===== src/sv/ssr_pkg.sv =====
// Shared types and constants for the stream search-and-replace block.
// No dependencies; imported by ssr_out_stage, stream_search_and_replace and ssr_checker.
`default_nettype none

package ssr_pkg;

    // Longest pattern the block is built for, and the register byte count
    localparam int SSR_MAX_PATTERN = 8;
    localparam int SSR_REG_BYTES   = 8;
    localparam int SSR_CFG_IDX_W   = 2;

    // Configuration register indexes
    typedef enum logic [SSR_CFG_IDX_W-1:0] {
        CFG_PATTERN_BYTES      = 2'd0,
        CFG_PATTERN_LENGTH     = 2'd1,
        CFG_REPLACEMENT_BYTES  = 2'd2,
        CFG_REPLACEMENT_LENGTH = 2'd3
    } cfg_index_t;

    // Sequencer to output stage: one byte to emit, or close the current run
    typedef struct packed {
        logic       emit;
        logic       close;
        logic [7:0] data;
    } ostage_req_t;

    // Output stage to sequencer
    typedef struct packed {
        logic emit_ok;
        logic close_ok;
    } ostage_sts_t;

endpackage

`default_nettype wire


===== src/sv/ssr_cell.sv =====
// One cell of the pending-byte row: holds a byte, compares it with its
// pattern byte and shifts toward the oldest end. No package dependency.
`default_nettype none

module ssr_cell
(
    input  wire logic       clk,
    input  wire logic       shift,
    input  wire logic       load,
    input  wire logic [7:0] load_byte,
    input  wire logic [7:0] next_byte,
    input  wire logic [7:0] pat_byte,
    output logic      [7:0] data,
    output logic            match
);

    logic [7:0] data_reg;
    logic [7:0] data_next;

    // shift takes the younger neighbor's byte; load appends a new byte
    always_comb
    begin
        data_next = data_reg;
        if (shift)
        begin
            data_next = next_byte;
        end
        else if (load)
        begin
            data_next = load_byte;
        end
    end

    always_ff @(posedge clk)
    begin
        data_reg <= data_next;
    end

    assign data  = data_reg;
    assign match = (data_reg == pat_byte);

endmodule

`default_nettype wire


===== src/sv/ssr_out_stage.sv =====
// Output side: a hold register that keeps the latest byte until it is known
// whether more follow, then the registered master stream. Uses ssr_pkg.
`default_nettype none

module ssr_out_stage
    import ssr_pkg::*;
(
    input  wire logic        clk,
    input  wire logic        rst_n,
    input  wire ostage_req_t req,
    output ostage_sts_t      sts,
    output logic             out_tvalid,
    input  wire logic        out_tready,
    output logic       [7:0] out_tdata,   // [7:0] out_byte
    output logic             out_tlast    // last_of_run
);

    logic       hold_valid_reg;
    logic       hold_valid_next;
    logic [7:0] hold_data_reg;
    logic [7:0] hold_data_next;
    logic       out_valid_reg;
    logic       out_valid_next;
    logic [7:0] out_data_reg;
    logic [7:0] out_data_next;
    logic       out_last_reg;
    logic       out_last_next;
    logic       can_push;
    logic       push;

    assign can_push     = !out_valid_reg || out_tready;
    assign sts.emit_ok  = !hold_valid_reg || can_push;
    assign sts.close_ok = !hold_valid_reg || can_push;
    assign push         = hold_valid_reg && can_push && (req.emit || req.close);

    // Held byte moves out when a newer byte arrives or the run closes
    always_comb
    begin
        hold_valid_next = hold_valid_reg;
        hold_data_next  = hold_data_reg;
        out_valid_next  = out_valid_reg;
        out_data_next   = out_data_reg;
        out_last_next   = out_last_reg;
        if (push)
        begin
            out_valid_next = 1'b1;
            out_data_next  = hold_data_reg;
            out_last_next  = req.close;
        end
        else if (out_tready)
        begin
            out_valid_next = 1'b0;
        end
        if (req.emit && sts.emit_ok)
        begin
            hold_valid_next = 1'b1;
            hold_data_next  = req.data;
        end
        else if (req.close && push)
        begin
            hold_valid_next = 1'b0;
        end
    end

    always_ff @(posedge clk or negedge rst_n)
    begin
        if (!rst_n)
        begin
            hold_valid_reg <= 1'b0;
            out_valid_reg  <= 1'b0;
        end
        else
        begin
            hold_valid_reg <= hold_valid_next;
            out_valid_reg  <= out_valid_next;
        end
    end

    always_ff @(posedge clk)
    begin
        hold_data_reg <= hold_data_next;
        out_data_reg  <= out_data_next;
        out_last_reg  <= out_last_next;
    end

    assign out_tvalid = out_valid_reg;
    assign out_tdata  = out_data_reg;
    assign out_tlast  = out_last_reg;

endmodule

`default_nettype wire


===== src/sv/stream_search_and_replace.sv =====
// Stream search-and-replace: bytes in, bytes out, each occurrence of the
// configured pattern replaced by the configured string.
// Channels: slave stream in_* (tdata = byte, tlast = end of stream), master
// stream out_* (tdata = byte, tlast = last byte caused by one input beat),
// and a config write channel cfg_* (index 0 pattern bytes, 1 pattern length,
// 2 replacement bytes, 3 replacement length), always ready; write it only
// while the block is idle.
// One input beat is taken at a time. A beat passes the sequencer through
// scan, which releases bytes that can no longer start a match, then replace
// on a full pattern match or flush when tlast is set without one, then done,
// which closes the run. The sequencer moves one byte per cycle through the
// cell row or the replacement mux while the output stage accepts it. A
// released byte waits in a hold register until the next one (or the end of
// the run) is known, then moves to the output register that drives out_tdata.
// Reset empties the pending row and both output registers and loads the
// config defaults (pattern length 1, replacement length 0, zero bytes).
// A stalled receiver stops the sequencer at its next release; in_tready
// stays low until the run is fully handed to the output register.
`default_nettype none

module stream_search_and_replace
    import ssr_pkg::*;
#(
    parameter int MAX_PATTERN = SSR_MAX_PATTERN
)
(
    input  wire logic                     clk,
    input  wire logic                     rst_n,
    input  wire logic                     in_tvalid,
    output logic                          in_tready,
    input  wire logic               [7:0] in_tdata,   // [7:0] in_byte
    input  wire logic                     in_tlast,   // end_of_stream
    output logic                          out_tvalid,
    input  wire logic                     out_tready,
    output logic                    [7:0] out_tdata,  // [7:0] out_byte
    output logic                          out_tlast,  // last_of_run
    input  wire logic                     cfg_valid,
    output logic                          cfg_ready,
    input  wire logic [SSR_CFG_IDX_W-1:0] cfg_index,
    input  wire logic              [63:0] cfg_data
);

    localparam int CAP   = (MAX_PATTERN < SSR_REG_BYTES) ? MAX_PATTERN : SSR_REG_BYTES;
    localparam int CNT_W = $clog2(CAP + 1);
    localparam logic [3:0] CAP4 = 4'(CAP);
    localparam logic [3:0] RMAX = 4'(SSR_REG_BYTES);

    typedef enum logic [4:0] {
        S_IDLE  = 5'b00001,
        S_SCAN  = 5'b00010,
        S_REPL  = 5'b00100,
        S_FLUSH = 5'b01000,
        S_DONE  = 5'b10000
    } state_t;

    state_t            state_reg;
    state_t            state_next;
    logic [CNT_W-1:0]  count_reg;
    logic [CNT_W-1:0]  count_next;
    logic [2:0]        rep_idx_reg;
    logic [2:0]        rep_idx_next;
    logic              eos_reg;
    logic              eos_next;
    logic [63:0]       pattern_bytes_reg;
    logic [3:0]        pattern_length_reg;
    logic [63:0]       replacement_bytes_reg;
    logic [3:0]        replacement_length_reg;

    logic [3:0]        len_min1;
    logic [3:0]        len_eff;
    logic [3:0]        rl_eff;
    logic [3:0]        count4;
    logic              shift;
    logic              append;
    logic              prefix;
    logic              rep_last;
    logic [CAP-1:0]    match;
    logic [CAP-1:0]    active;
    logic [7:0]        cell_data [CAP];
    ostage_req_t       oreq;
    ostage_sts_t       osts;

    // ---------------------------------------------------------------
    // Configuration registers
    assign cfg_ready = 1'b1;

    always_ff @(posedge clk or negedge rst_n)
    begin
        if (!rst_n)
        begin
            pattern_bytes_reg      <= '0;
            pattern_length_reg     <= 4'd1;
            replacement_bytes_reg  <= '0;
            replacement_length_reg <= '0;
        end
        else if (cfg_valid && cfg_ready)
        begin
            case (cfg_index_t'(cfg_index))
                CFG_PATTERN_BYTES:      pattern_bytes_reg      <= cfg_data;
                CFG_PATTERN_LENGTH:     pattern_length_reg     <= cfg_data[3:0];
                CFG_REPLACEMENT_BYTES:  replacement_bytes_reg  <= cfg_data;
                CFG_REPLACEMENT_LENGTH: replacement_length_reg <= cfg_data[3:0];
                default:                ;
            endcase
        end
    end

    // Effective lengths: pattern 0 acts as 1, both saturate
    assign len_min1 = (pattern_length_reg == 4'd0) ? 4'd1 : pattern_length_reg;
    assign len_eff  = (len_min1 > CAP4) ? CAP4 : len_min1;
    assign rl_eff   = (replacement_length_reg > RMAX) ? RMAX : replacement_length_reg;
    assign count4   = 4'(count_reg);

    // ---------------------------------------------------------------
    // Pending row of cells; cell 0 holds the oldest byte
    assign append = (state_reg == S_IDLE) && in_tvalid && in_tready;

    for (genvar i = 0; i < CAP; i++)
    begin : g_cell
        logic [7:0] next_byte;

        if (i == CAP - 1)
        begin : g_tail
            assign next_byte = 8'h00;
        end
        else
        begin : g_mid
            assign next_byte = cell_data[i+1];
        end

        assign active[i] = (count_reg > CNT_W'(i));

        ssr_cell u_cell
        (
            .clk       (clk),
            .shift     (shift),
            .load      (append && (count_reg == CNT_W'(i))),
            .load_byte (in_tdata),
            .next_byte (next_byte),
            .pat_byte  (pattern_bytes_reg[8*i +: 8]),
            .data      (cell_data[i]),
            .match     (match[i])
        );
    end

    // Pending bytes still a prefix of the pattern
    assign prefix = (count4 <= len_eff) && (&(match | ~active));

    assign rep_last = ((4'(rep_idx_reg) + 4'd1) == rl_eff);

    // ---------------------------------------------------------------
    // Sequencer
    always_comb
    begin
        state_next   = state_reg;
        count_next   = count_reg;
        rep_idx_next = rep_idx_reg;
        eos_next     = eos_reg;
        shift        = 1'b0;
        oreq.emit    = 1'b0;
        oreq.close   = 1'b0;
        oreq.data    = cell_data[0];
        case (state_reg)
            S_IDLE:
            begin
                if (append)
                begin
                    count_next = count_reg + 1'b1;
                    eos_next   = in_tlast;
                    state_next = S_SCAN;
                end
            end
            S_SCAN:
            begin
                if ((count_reg != '0) && !prefix)
                begin
                    // oldest byte can no longer start a match
                    oreq.emit = 1'b1;
                    if (osts.emit_ok)
                    begin
                        shift      = 1'b1;
                        count_next = count_reg - 1'b1;
                    end
                end
                else if (count4 == len_eff)
                begin
                    count_next   = '0;
                    rep_idx_next = '0;
                    state_next   = (rl_eff == 4'd0) ? S_DONE : S_REPL;
                end
                else if (eos_reg)
                begin
                    state_next = S_FLUSH;
                end
                else
                begin
                    state_next = S_DONE;
                end
            end
            S_REPL:
            begin
                oreq.emit = 1'b1;
                oreq.data = replacement_bytes_reg[8*rep_idx_reg +: 8];
                if (osts.emit_ok)
                begin
                    rep_idx_next = rep_idx_reg + 3'd1;
                    if (rep_last)
                    begin
                        state_next = S_DONE;
                    end
                end
            end
            S_FLUSH:
            begin
                if (count_reg != '0)
                begin
                    oreq.emit = 1'b1;
                    if (osts.emit_ok)
                    begin
                        shift      = 1'b1;
                        count_next = count_reg - 1'b1;
                    end
                end
                else
                begin
                    state_next = S_DONE;
                end
            end
            S_DONE:
            begin
                // last held byte goes out marked as end of run
                oreq.close = 1'b1;
                if (osts.close_ok)
                begin
                    state_next = S_IDLE;
                end
            end
            default:
            begin
                state_next = S_IDLE;
            end
        endcase
    end

    always_ff @(posedge clk or negedge rst_n)
    begin
        if (!rst_n)
        begin
            state_reg <= S_IDLE;
            count_reg <= '0;
        end
        else
        begin
            state_reg <= state_next;
            count_reg <= count_next;
        end
    end

    always_ff @(posedge clk)
    begin
        rep_idx_reg <= rep_idx_next;
        eos_reg     <= eos_next;
    end

    assign in_tready = (state_reg == S_IDLE);

    // ---------------------------------------------------------------
    // Output stage
    ssr_out_stage u_out
    (
        .clk        (clk),
        .rst_n      (rst_n),
        .req        (oreq),
        .sts        (osts),
        .out_tvalid (out_tvalid),
        .out_tready (out_tready),
        .out_tdata  (out_tdata),
        .out_tlast  (out_tlast)
    );

endmodule

`default_nettype wire


===== config.mk =====
export PLATFORM = sky130hd
export DESIGN_NAME = stream_search_and_replace
export DESIGN_NICKNAME = d
export VERILOG_FILES = /design/src/sv/ssr_pkg.sv /design/src/sv/ssr_cell.sv /design/src/sv/ssr_out_stage.sv /design/src/sv/stream_search_and_replace.sv
export SDC_FILE = /design/constraint.sdc
export NUM_CORES = 1
export LEC_CHECK = 0
export ABC_CLOCK_PERIOD_IN_PS = 3100
export BUFFER_PORTS_ARGS = -buffer_cell sky130_fd_sc_hd__buf_2
export CAP_MARGIN = 25
export CORE_ASPECT_RATIO = 0.9
export CORE_UTILIZATION = 55
export CTS_CLUSTER_DIAMETER = 100
export DETAILED_ROUTE_END_ITERATION = 7
export PLACE_DENSITY_LB_ADDON = 0.05
export SLEW_MARGIN = 20
export SYNTH_ARGS = -nofsm -noshare
export SYNTH_HDL_FRONTEND = slang
export SYNTH_SLANG_ARGS = --single-unit

===== constraint.sdc =====
create_clock -name clk -period 3.1 [get_ports clk]
set_input_delay 0.62 -clock clk [delete_from_list [all_inputs] [get_ports clk]]
set_output_delay 0.62 -clock clk [all_outputs]
set_load 0.1 [all_outputs]

==> results of run 1 <==
layout by cell type, fill, tap and decap left out, types with 4 or more instances in the layout:
cell / synthesis / layout
xor2_1: 65 / 65
buf_4: 2 / 40
a21oi_1: 15 / 15
dfxtp_1: 8 / 8
mux2_2: 136 / 136
clkinv_2: 0 / 4
o21ai_0: 22 / 22
mux4_2: 16 / 16
buf_12: 0 / 4
nand3_1: 17 / 17
ha_1: 9 / 9
nor2_1: 20 / 18
buf_2: 9 / 89
clkbuf_16: 0 / 26
clkbuf_1: 25 / 10
inv_1: 7 / 7
a21o_1: 59 / 59
nor4_1: 16 / 15
dfrtp_1: 145 / 145
nor2b_1: 10 / 10
a31o_2: 4 / 4
nor3_1: 4 / 4
edfxtp_1: 77 / 77
nand2_1: 40 / 40
mux2i_1: 9 / 9
nand3b_1: 4 / 4
power breakdown:
part / internal (mW) / leakage, nW / total (mW) / switching [mW]
registers: 4.04 / 2.51 / 4.59 / 0.552
clock network: 1.62 / 0.377 / 2.81 / 1.19
logic: 1.21 / 2.55 / 2.94 / 1.73
total: 6.87 / 5.44 / 10.3 / 3.48
how the worst max path moves through the flow:
stage / start / end / slack (ps) / depth (start not counted)
6_report: g_cell[4].u_cell.data[4] / u_out.out_tdata[5] / 190 / 10
5_1_grt: g_cell[0].u_cell.data[4] / u_out.out_tdata[5] / 7 / 9
4_1_cts: count4[1] / g_cell[5].u_cell.data[7] / 70 / 9
3_5_place_dp: count4[1] / g_cell[5].u_cell.data[7] / 90 / 9
3_3_place_gp: g_cell[0].u_cell.data[4] / state_reg[2] / 30 / 10
2_1_floorplan: state_reg[1] / g_cell[4].u_cell.data[0] / 320 / 7
per-stage QoR:
step / area, um2 / total power [mW] / hold slack, ps / worst slack, ps / utilization (%)
finish: 12340 / 10.34 / 123.3 / 193.4 / 66.21
global route: 12340 / 10.81 / 167.9 / 7.173 / 66.21
CTS: 12310 / 10.36 / 153.8 / 74.11 / 66.05
detailed placement: 11550 / 7.533 / 407.0 / 91.38 / 61.94
global placement: 11550 / 7.444 / 409.1 / 26.72 / 61.94
floorplan: 10590 / 6.499 / 324.4 / 317.5 / -
metal layers:
metal | vias up | track usage, % | share of wire [%]
li1 | 3067 | - | -
met1 | 3436 | 39.61 | 46
met2 | 207 | 44.42 | 47
met3 | 38 | 3.836 | 5.1
met4 | 0 | 6.415 | 2.0
met5 | - | 0 | 0
what timing repair did:
action                     4_1_cts  5_1_grt
setup endpoints to repair        0      106
hold buffers                     0        0
resized for setup                0        6
logic make-up (layout without fill, tap and decap cells):
kind of cell	count (synthesis)	count (layout)	share of synthesized area, %
xor+xnor	67	67	5.541
mux	161	161	18.71
flops	232	232	58.10
buf+inv	51	189	2.138
compound gates	126	127	8.281
simple gates	127	127	6.131
other cells	1	1	0.03541
fa+ha+maj	9	9	1.063
cell type report:
class | count | share of cell area (%)
multi-input cells | 492 | 34.40
repair buffers | 134 | 6.782
clock buffers | 39 | 5.910
clock inverters | 7 | 0.2940
flip-flops and latches | 232 | 49.85
inverters | 9 | 0.2737
well taps | 245 | 2.484
==> results.py, run 1 <==
metrics = {
    "worst_setup_path": {
        "worstSetupStartpointType": "flip-flop",
        "crit_arrival_ps": 3150,
        "endpoint_kind": "flip-flop",
        "critPathSlowestCell": "edfxtp_1",
        "reg2reg_from": "g_cell[4].u_cell.data[4]",
        "crit_family": "simple AND/OR/NAND/NOR gates",
        "criticalPathCategory": "flip-flop to flip-flop",
        "r2r_slack_ps": 190,
        "cp_cell_sequence": "xor2_1 -> nor4_1 -> buf_4 -> a21oi_1 -> a2111oi_1 -> buf_4 -> and4_2 -> o22ai_1 -> o31ai_1 -> nor2_2",
        "slowest_delay_ps": 430,
        "path_buf_inv": 2,
        "crit_required_ps": 3340,
        "crit_top_cell": "buf_4",
        "cp_max_fo": 9,
        "reg2reg_depth": 10,
        "r2r_end": "u_out.out_tdata[5]",
    },
    "pwr": {
        "power_density_nw_per_um2": 838.0,
        "total_leakage_power_nw": 5.438,
        "vdd_drop_max_uv": 439.9,
    },
    "place": {
        "dp_cells": 1111,
        "dp_hpwl_um": 19040,
        "portBuffers": 90,
        "routabilityCongestion": 0.9028,
    },
    "min_path": {
        "min_path_type": "input port to asynchronous set/reset pin",
    },
    "detailed_routing": {
        "drcViolationCount": 0,
        "totalWireLength_um": 26210,
        "vias": 6748,
        "first_iter_violations": 408,
        "firstDrtPassIters": 4,
        "wl_per_cell_um": 22.63,
        "via_per_inst": 5.827,
        "postRouteAntennaNets": 0,
    },
    "floorplanning": {
        "dieHeight_um": 133.7,
        "start_util_pct": 56.82,
        "dieWidth_um": 148.3,
        "ios": 92,
        "rows": 47,
        "dieArea_um2": 19820,
        "core-area_um2": 18640,
    },
    "clock_tree": {
        "cts_buffer_depth": 3,
        "cts_buffers": 25,
        "cts_tree": "built",
        "cts.sinks": 232,
        "cts-root-buf": "clkbuf_16",
        "path_clk_slew_ps": 60,
        "htreeDepth": 1,
        "cts_setup_buffers": 0,
        "clock_latency_ps": 520,
    },
    "synthesis": {
        "synth.area.top_cells": "dfrtp_1, edfxtp_1, mux2_2",
        "synth.net_count": 863,
        "ys_seq_area_share_pct": 58.10,
        "synth_seq_cells": 232,
        "netlist_area_um2": 10590,
        "synth_top_area_share_pct": 34.26,
        "synth_edf_count": 77,
        "yosysWarnings": 0,
        "synth_cells": 774,
        "synth.avg_cell_area_um2": 13.68,
        "synthDistinctLibCells": 58,
        "ys_top_cells_by_count": "dfrtp_1, mux2_2, edfxtp_1",
        "ys.flop_type": "dfrtp_1",
        "async_flop_share_pct": 63.36,
        "synth_most_common_cell": "dfrtp_1",
        "synth_top_area_cell": "dfrtp_1",
    },
    "cells_and_area": {
        "stdcell_count": 1158,
        "n_antenna_cell": 0,
        "fillers": 1348,
        "drive_gt1_share_pct": 37.24,
        "multiInputGateArea_um2": 4247,
        "synthToLayoutAreaGrowth_pct": 16.54,
        "ff_latch_area_um2": 6153,
        "nets": 983,
    },
    "global_routing": {
        "antenna_found_initial": 0,
        "grt_pass1_wl_um": 40780,
        "grtUsageTotal_pct": 27.50,
        "overflow": 0,
        "grt_pass1_vias": 6959,
        "grt_max_degree": 70,
    },
    "sta": {
        "tightestPinTransition_ps": 700.3,
        "period_needed_ps": 2907,
        "hold_viol": 0,
        "finalSetupViolCount": 0,
        "skew_ps": 8.142,
        "rsz0062_at_grt": "false",
        "fmax_ghz": 0.3440,
        "period_share_pct": 93.76,
        "setup-tns-final_ps": 0,
        "max_slew_margin_pct": 53.18,
        "finalMaxSlewViolations": 0,
    },
    "outcome": {
        "outcome": "completed",
    },
    "job": {
        "drv_cap": 0,
    },
}
Note: power is estimated with default switching activity, not from simulation.
==> run 2, diff against run 1 <==
--- a/config.mk
+++ b/config.mk
@@ -5,7 +5,7 @@
 export SDC_FILE = /design/constraint.sdc
 export NUM_CORES = 1
 export LEC_CHECK = 0
-export ABC_CLOCK_PERIOD_IN_PS = 3100
+export ABC_CLOCK_PERIOD_IN_PS = 3500
 export BUFFER_PORTS_ARGS = -buffer_cell sky130_fd_sc_hd__buf_2
 export CAP_MARGIN = 25
 export CORE_ASPECT_RATIO = 0.9
==> constraint.sdc (replaced) <==
create_clock -name clk -period 3.5 [get_ports clk]
set_input_delay 0.7 -clock clk [delete_from_list [all_inputs] [get_ports clk]]
set_output_delay 0.7 -clock clk [all_outputs]
set_load 0.1 [all_outputs]
==> run 2 against run 1 <==
Net effect: combinational power fell by 15%; final cell count fell by 1.5%; non-clock buffer count fell by 17; worst hold slack improved by 100 ps; critical path type unchanged; total power fell by 12%; sequential power fell by 11%; design area fell by 1.2%; sequential share of layout area rose by 0.59 points; clock skew rose by 5.4 ps; worst setup slack improved by 9.0 ps; global-route usage fell by 0.33 points; first-iteration DRC count rose by 9.8%; largest power group unchanged.
==> results.py, run 2 (same netlist as run 1, synthesis figures left out) <==
metrics = {
    "job": {
        "drv_cap": 0,
    },
    "min_path": {
        "min_path_type": "input port to asynchronous set/reset pin",
    },
    "floorplanning": {
        "dieArea_um2": 19820,
        "dieHeight_um": 133.7,
        "dieWidth_um": 148.3,
        "core-area_um2": 18640,
        "rows": 47,
        "ios": 92,
        "start_util_pct": 56.82,
    },
    "clock_tree": {
        "hold_buffers": 0,
        "htreeDepth": 1,
        "cts.sinks": 232,
        "cts_buffers": 25,
        "cts-root-buf": "clkbuf_16",
        "clock_latency_ps": 520,
        "cts_buffer_depth": 3,
        "cts_tree": "built",
        "path_clk_slew_ps": 60,
    },
    "sta": {
        "skew_ps": 13.51,
        "finalMaxSlewViolations": 0,
        "setup-tns-final_ps": 0,
        "finalSetupViolCount": 0,
        "period_share_pct": 94.22,
        "fmax_ghz": 0.3032,
        "period_needed_ps": 3298,
        "tightestPinTransition_ps": 916.3,
        "hold_viol": 0,
        "rsz0062_at_grt": "false",
        "hold_ws_ps": 224.1,
        "max_slew_margin_pct": 38.91,
    },
    "global_routing": {
        "grtUsageTotal_pct": 27.18,
        "grt_max_degree": 84,
        "antenna_found_initial": 0,
        "grt_pass1_wl_um": 40240,
        "overflow": 0,
        "grt_pass1_vias": 6923,
    },
    "worst_setup_path": {
        "reg2reg_depth": 9,
        "crit_arrival_ps": 3680,
        "worstSetupStartpointType": "flip-flop",
        "cp_max_fo": 18,
        "criticalPathCategory": "flip-flop to flip-flop",
        "crit_required_ps": 3880,
        "endpoint_kind": "flip-flop",
    },
    "place": {
        "placed_cell_area_um2": 11390,
        "portBuffers": 90,
        "routabilityCongestion": 0.8872,
        "dp_hpwl_um": 18910,
    },
    "cells_and_area": {
        "final_common_cell": "dfrtp_1",
        "n_antenna_cell": 0,
        "fillers": 1364,
        "final_core_util_pct": 65.43,
        "nets": 966,
        "stdcell_area_um2": 12200,
        "final_cell_mix": "dfrtp_1, mux2_2, buf_2, edfxtp_1, xor2_1",
        "drive_gt1_share_pct": 35.94,
        "synthToLayoutAreaGrowth_pct": 15.17,
    },
    "detailed_routing": {
        "drcViolationCount": 0,
        "wl_per_cell_um": 22.66,
        "first_iter_violations": 448,
        "via_per_inst": 5.887,
        "totalWireLength_um": 25860,
        "postRouteAntennaNets": 0,
        "vias": 6717,
        "firstDrtPassIters": 5,
    },
    "outcome": {
        "outcome": "completed",
    },
    "pwr": {
        "p_int_mw": 6.063,
        "power_switching_mw": 3.058,
        "netSwitchingFraction_pct": 33.52,
        "pwr-share-seq_pct": 44.8,
        "pwr-share-clk_pct": 27.8,
        "vdd_drop_max_uv": 453.0,
        "total_leakage_power_nw": 5.358,
        "power_density_nw_per_um2": 747.8,
        "combPwrFrac_pct": 27.4,
    },
}
run 2: changes by cell type in the layout (fill, tap and decap cells not counted), sizes merged:
cell | previous run | this run
inv | 9 | 10
clkinv | 7 | 6
bufinv | 0 | 1
clkbuf | 39 | 38
buf | 134 | 117
run 2: final timing paths:
path                                          start  slack, ps                        end
setup / recovery           g_cell[4].u_cell.data[4]        200   g_cell[0].u_cell.data[7]
hold / removal                                rst_n        220   replacement_bytes_reg[5]
setup reg to reg           g_cell[4].u_cell.data[4]        200   g_cell[0].u_cell.data[7]
hold reg to reg              u_out.hold_data_reg[6]        420         u_out.out_tdata[6]
max in group asynchronous                     rst_n       2470  replacement_bytes_reg[50]
min in group clk                           in_tlast        360                    eos_reg
run 2: power by group through the flow:
stage / Sequential [mW] / Combinational (mW) / Clock, mW
after floorplan: 4.14 / 1.62 / 0
after global placement: 4.11 / 2.41 / 0
after detailed placement: 4.13 / 2.47 / 0
after CTS: 4.08 / 2.49 / 2.58
after global routing: 4.15 / 2.71 / 2.69
final: 4.08 / 2.50 / 2.54
run 2: what timing repair did:
action / in CTS / in global routing
setup endpoints to repair: 0 / 15
gates resized for setup: 0 / 1
buffers inserted: 0 / 0
run 2: layout make-up:
cell class / count / area (um2) / share of cell area (%)
timing repair buffer: 117 / 684.4 / 5.611
tap: 245 / 306.5 / 2.513
multi-input combinational: 492 / 4228 / 34.66
inverter: 9 / 33.78 / 0.2770
clock buffer: 38 / 714.4 / 5.857
sequential: 232 / 6153 / 50.45
clock inverter: 8 / 77.57 / 0.6360
run 2: metal layers:
layer	routed length [um]	up-vias	GRT usage [%]	part of all wire (%)
met5	0	-	0	0
met4	949	0	10.02	3.7
met3	1317	63	3.938	5.1
met2	12000	200	43.22	46
met1	11590	3407	38.20	45
li1	-	3047	-	-
run 2: worst max-delay path: stages, from the launching register on:
cell	delay, ps
edfxtp_1	440
xor2_1	170
nor4_1	360
buf_4	180
a21oi_1	70
a2111oi_0	470
and4_1	500
a21oi_4	230
nor2b_1	580
a21o_1	160
run 2: through the flow:
step | total power, mW | setup WS [ps] | instances
floorplan | 5.756 | 717.5 | 774
global placement | 6.522 | 94.88 | 1094
detailed placement | 6.595 | 143.8 | 1094
CTS | 9.150 | 137.1 | 1140
global route | 9.548 | 13.13 | 1141
finish | 9.121 | 202.3 | 1141
==> run 3, diff against run 2 <==
--- a/config.mk
+++ b/config.mk
@@ -9,6 +9,7 @@
 export BUFFER_PORTS_ARGS = -buffer_cell sky130_fd_sc_hd__buf_2
 export CAP_MARGIN = 25
 export CORE_ASPECT_RATIO = 0.9
+export CORE_MARGIN = 5
 export CORE_UTILIZATION = 55
 export CTS_CLUSTER_DIAMETER = 100
 export DETAILED_ROUTE_END_ITERATION = 7
==> run 3 against run 2 <==
Net effect: count of clock-buffer cells in the layout decreased by 6; wire length decreased by 0.41%; utilization decreased by 1.2 points; die area increased by 12%; non-clock buffer count increased by 3; clock skew decreased by 2.9 ps; flip-flop and latch count unchanged; worst hold slack got worse by 46 ps; via count increased by 0.70%; largest power group unchanged; highest routed layer unchanged.
==> results.py, run 3 (same netlist as run 1, synthesis figures left out) <==
metrics = {
    "outcome": {
        "outcome": "completed",
    },
    "global_routing": {
        "grt_max_degree": 72,
        "gr-usage-met2_pct": 37.71,
        "grtUsageTotal_pct": 23.96,
        "grt_busiest_layer": "met2",
        "met1_usage_pct": 34.67,
        "overflow": 0,
        "grt_pass1_wl_um": 41320,
        "grt_pass1_vias": 7139,
        "grt_util_met3_pct": 4.453,
        "antenna_found_initial": 0,
    },
    "sta": {
        "period_share_pct": 93.39,
        "hold_viol": 0,
        "layout_setup_ws_ps": 231.4,
        "tightestPinTransition_ps": 678.0,
        "rsz0062_at_grt": "false",
        "period_needed_ps": 3269,
        "max_slew_margin_pct": 54.63,
        "finalMaxSlewViolations": 0,
        "skew_ps": 10.58,
        "setup-tns-final_ps": 0,
        "fmax_ghz": 0.3059,
        "finalSetupViolCount": 0,
    },
    "detailed_routing": {
        "firstDrtPassIters": 5,
        "via_per_inst": 5.902,
        "drcViolationCount": 0,
        "postRouteAntennaNets": 0,
        "wl_per_cell_um": 22.47,
        "totalWireLength_um": 25750,
        "vias": 6764,
        "first_iter_violations": 584,
    },
    "cells_and_area": {
        "final_core_util_pct": 64.22,
        "final_common_cell": "dfrtp_1",
        "nets": 968,
        "stdcell_area_um2": 12230,
        "n_antenna_cell": 0,
        "final_cell_mix": "dfrtp_1, mux2_2, buf_2, edfxtp_1, xor2_1",
        "drive_gt1_share_pct": 35.83,
        "synthToLayoutAreaGrowth_pct": 15.44,
    },
    "clock_tree": {
        "path_clk_slew_ps": 60,
        "cts_tree": "built",
        "cts_resized": 0,
        "cts_setup_buffers": 0,
        "cts_buffers": 25,
        "htreeDepth": 1,
        "cts_buffer_depth": 3,
        "clock_latency_ps": 530,
        "cts-root-buf": "clkbuf_16",
        "hold_buffers": 0,
        "cts.sinks": 232,
    },
    "floorplanning": {
        "ios": 92,
        "dieWidth_um": 156.3,
        "dieHeight_um": 141.7,
        "dieArea_um2": 22140,
        "core-area_um2": 19040,
        "start_util_pct": 55.63,
        "rows": 48,
    },
    "worst_setup_path": {
        "cp_cell_sequence": "xor2_1 -> nor4_1 -> buf_4 -> a21oi_1 -> a2111oi_0 -> and4_1 -> a21oi_4 -> buf_16 -> nor2b_1 -> a21o_1",
        "endpoint_kind": "flip-flop",
        "crit_cells": 10,
        "reg2reg_from": "g_cell[4].u_cell.data[4]",
        "r2r_slack_ps": 230,
        "critPathSlowestCell": "nor2b_1",
        "crit_arrival_ps": 3660,
        "criticalPathCategory": "flip-flop to flip-flop",
        "r2r_end": "g_cell[0].u_cell.data[4]",
        "worstSetupStartpointType": "flip-flop",
        "slowest_delay_ps": 520,
        "cp_max_fo": 24,
        "reg2reg_depth": 10,
        "crit_required_ps": 3890,
        "path_buf_inv": 2,
        "crit_family": "simple AND/OR/NAND/NOR gates",
    },
    "place": {
        "portBuffers": 90,
        "post-place-ws_ps": 168.3,
        "placed_cell_area_um2": 11420,
        "routabilityCongestion": 0.9131,
        "dp_hpwl_um": 19070,
    },
    "pwr": {
        "power_mw": 9.130,
        "power_density_nw_per_um2": 746.7,
        "total_leakage_power_nw": 5.365,
        "vdd_drop_max_uv": 404.2,
    },
    "job": {
        "drv_cap": 0,
    },
    "min_path": {
        "min_path_type": "input port to asynchronous set/reset pin",
    },
}
==> run 3: cell types whose count changed in the layout (fill, tap and decap cells not counted), moves of 2 or more <==
cell,delta
clkinv_1,+4
clkbuf_1,-4
buf_4,+2
clkbuf_8,-2
==> run 3: worst max-delay path by stage <==
stage                                         from                        to  slack (ps)
after global placement       pattern_length_reg[3]  g_cell[0].u_cell.data[4]         230
final                     g_cell[4].u_cell.data[4]  g_cell[0].u_cell.data[4]         230
after CTS                    pattern_length_reg[3]  g_cell[5].u_cell.data[4]         170
after global routing      g_cell[4].u_cell.data[4]  g_cell[5].u_cell.data[4]           4
after detailed placement                 count4[1]  g_cell[5].u_cell.data[4]         170
after floorplan                       state_reg[1]  g_cell[4].u_cell.data[0]         720
==> run 3: per-layer routing <==
| metal | part of all wire (%) | vias up |
|---|---|---|
| met3 | 6.1 | 44 |
| met5 | 0 | - |
| met1 | 44 | 3442 |
| met2 | 47 | 225 |
| li1 | - | 3053 |
| met4 | 2.9 | 0 |
==> run 3: where the power goes <==
group / internal [mW] / switching [mW]
clock network: 1.50 / 1.04
registers: 3.58 / 0.506
logic: 1.02 / 1.49
total: 6.09 / 3.04
==> run 3: layout make-up <==
| class | instances | area (um2) |
|---|---|---|
| clock buffers | 32 | 671.9 |
| clock inverters | 12 | 111.4 |
| fillers | 1411 | 6812 |
| inverters | 9 | 33.78 |
| multi-input cells | 491 | 4217 |
| flip-flops and latches | 232 | 6153 |
| well taps | 250 | 312.8 |
| repair buffers | 120 | 726.9 |
==> run 3: metrics by stage <==
step,hold slack [ps],std cells
finish,177.7,1146
global route,235.5,1146
CTS,199.2,1145
detailed placement,409.3,1101
global placement,408.8,1101
floorplan,400.3,774
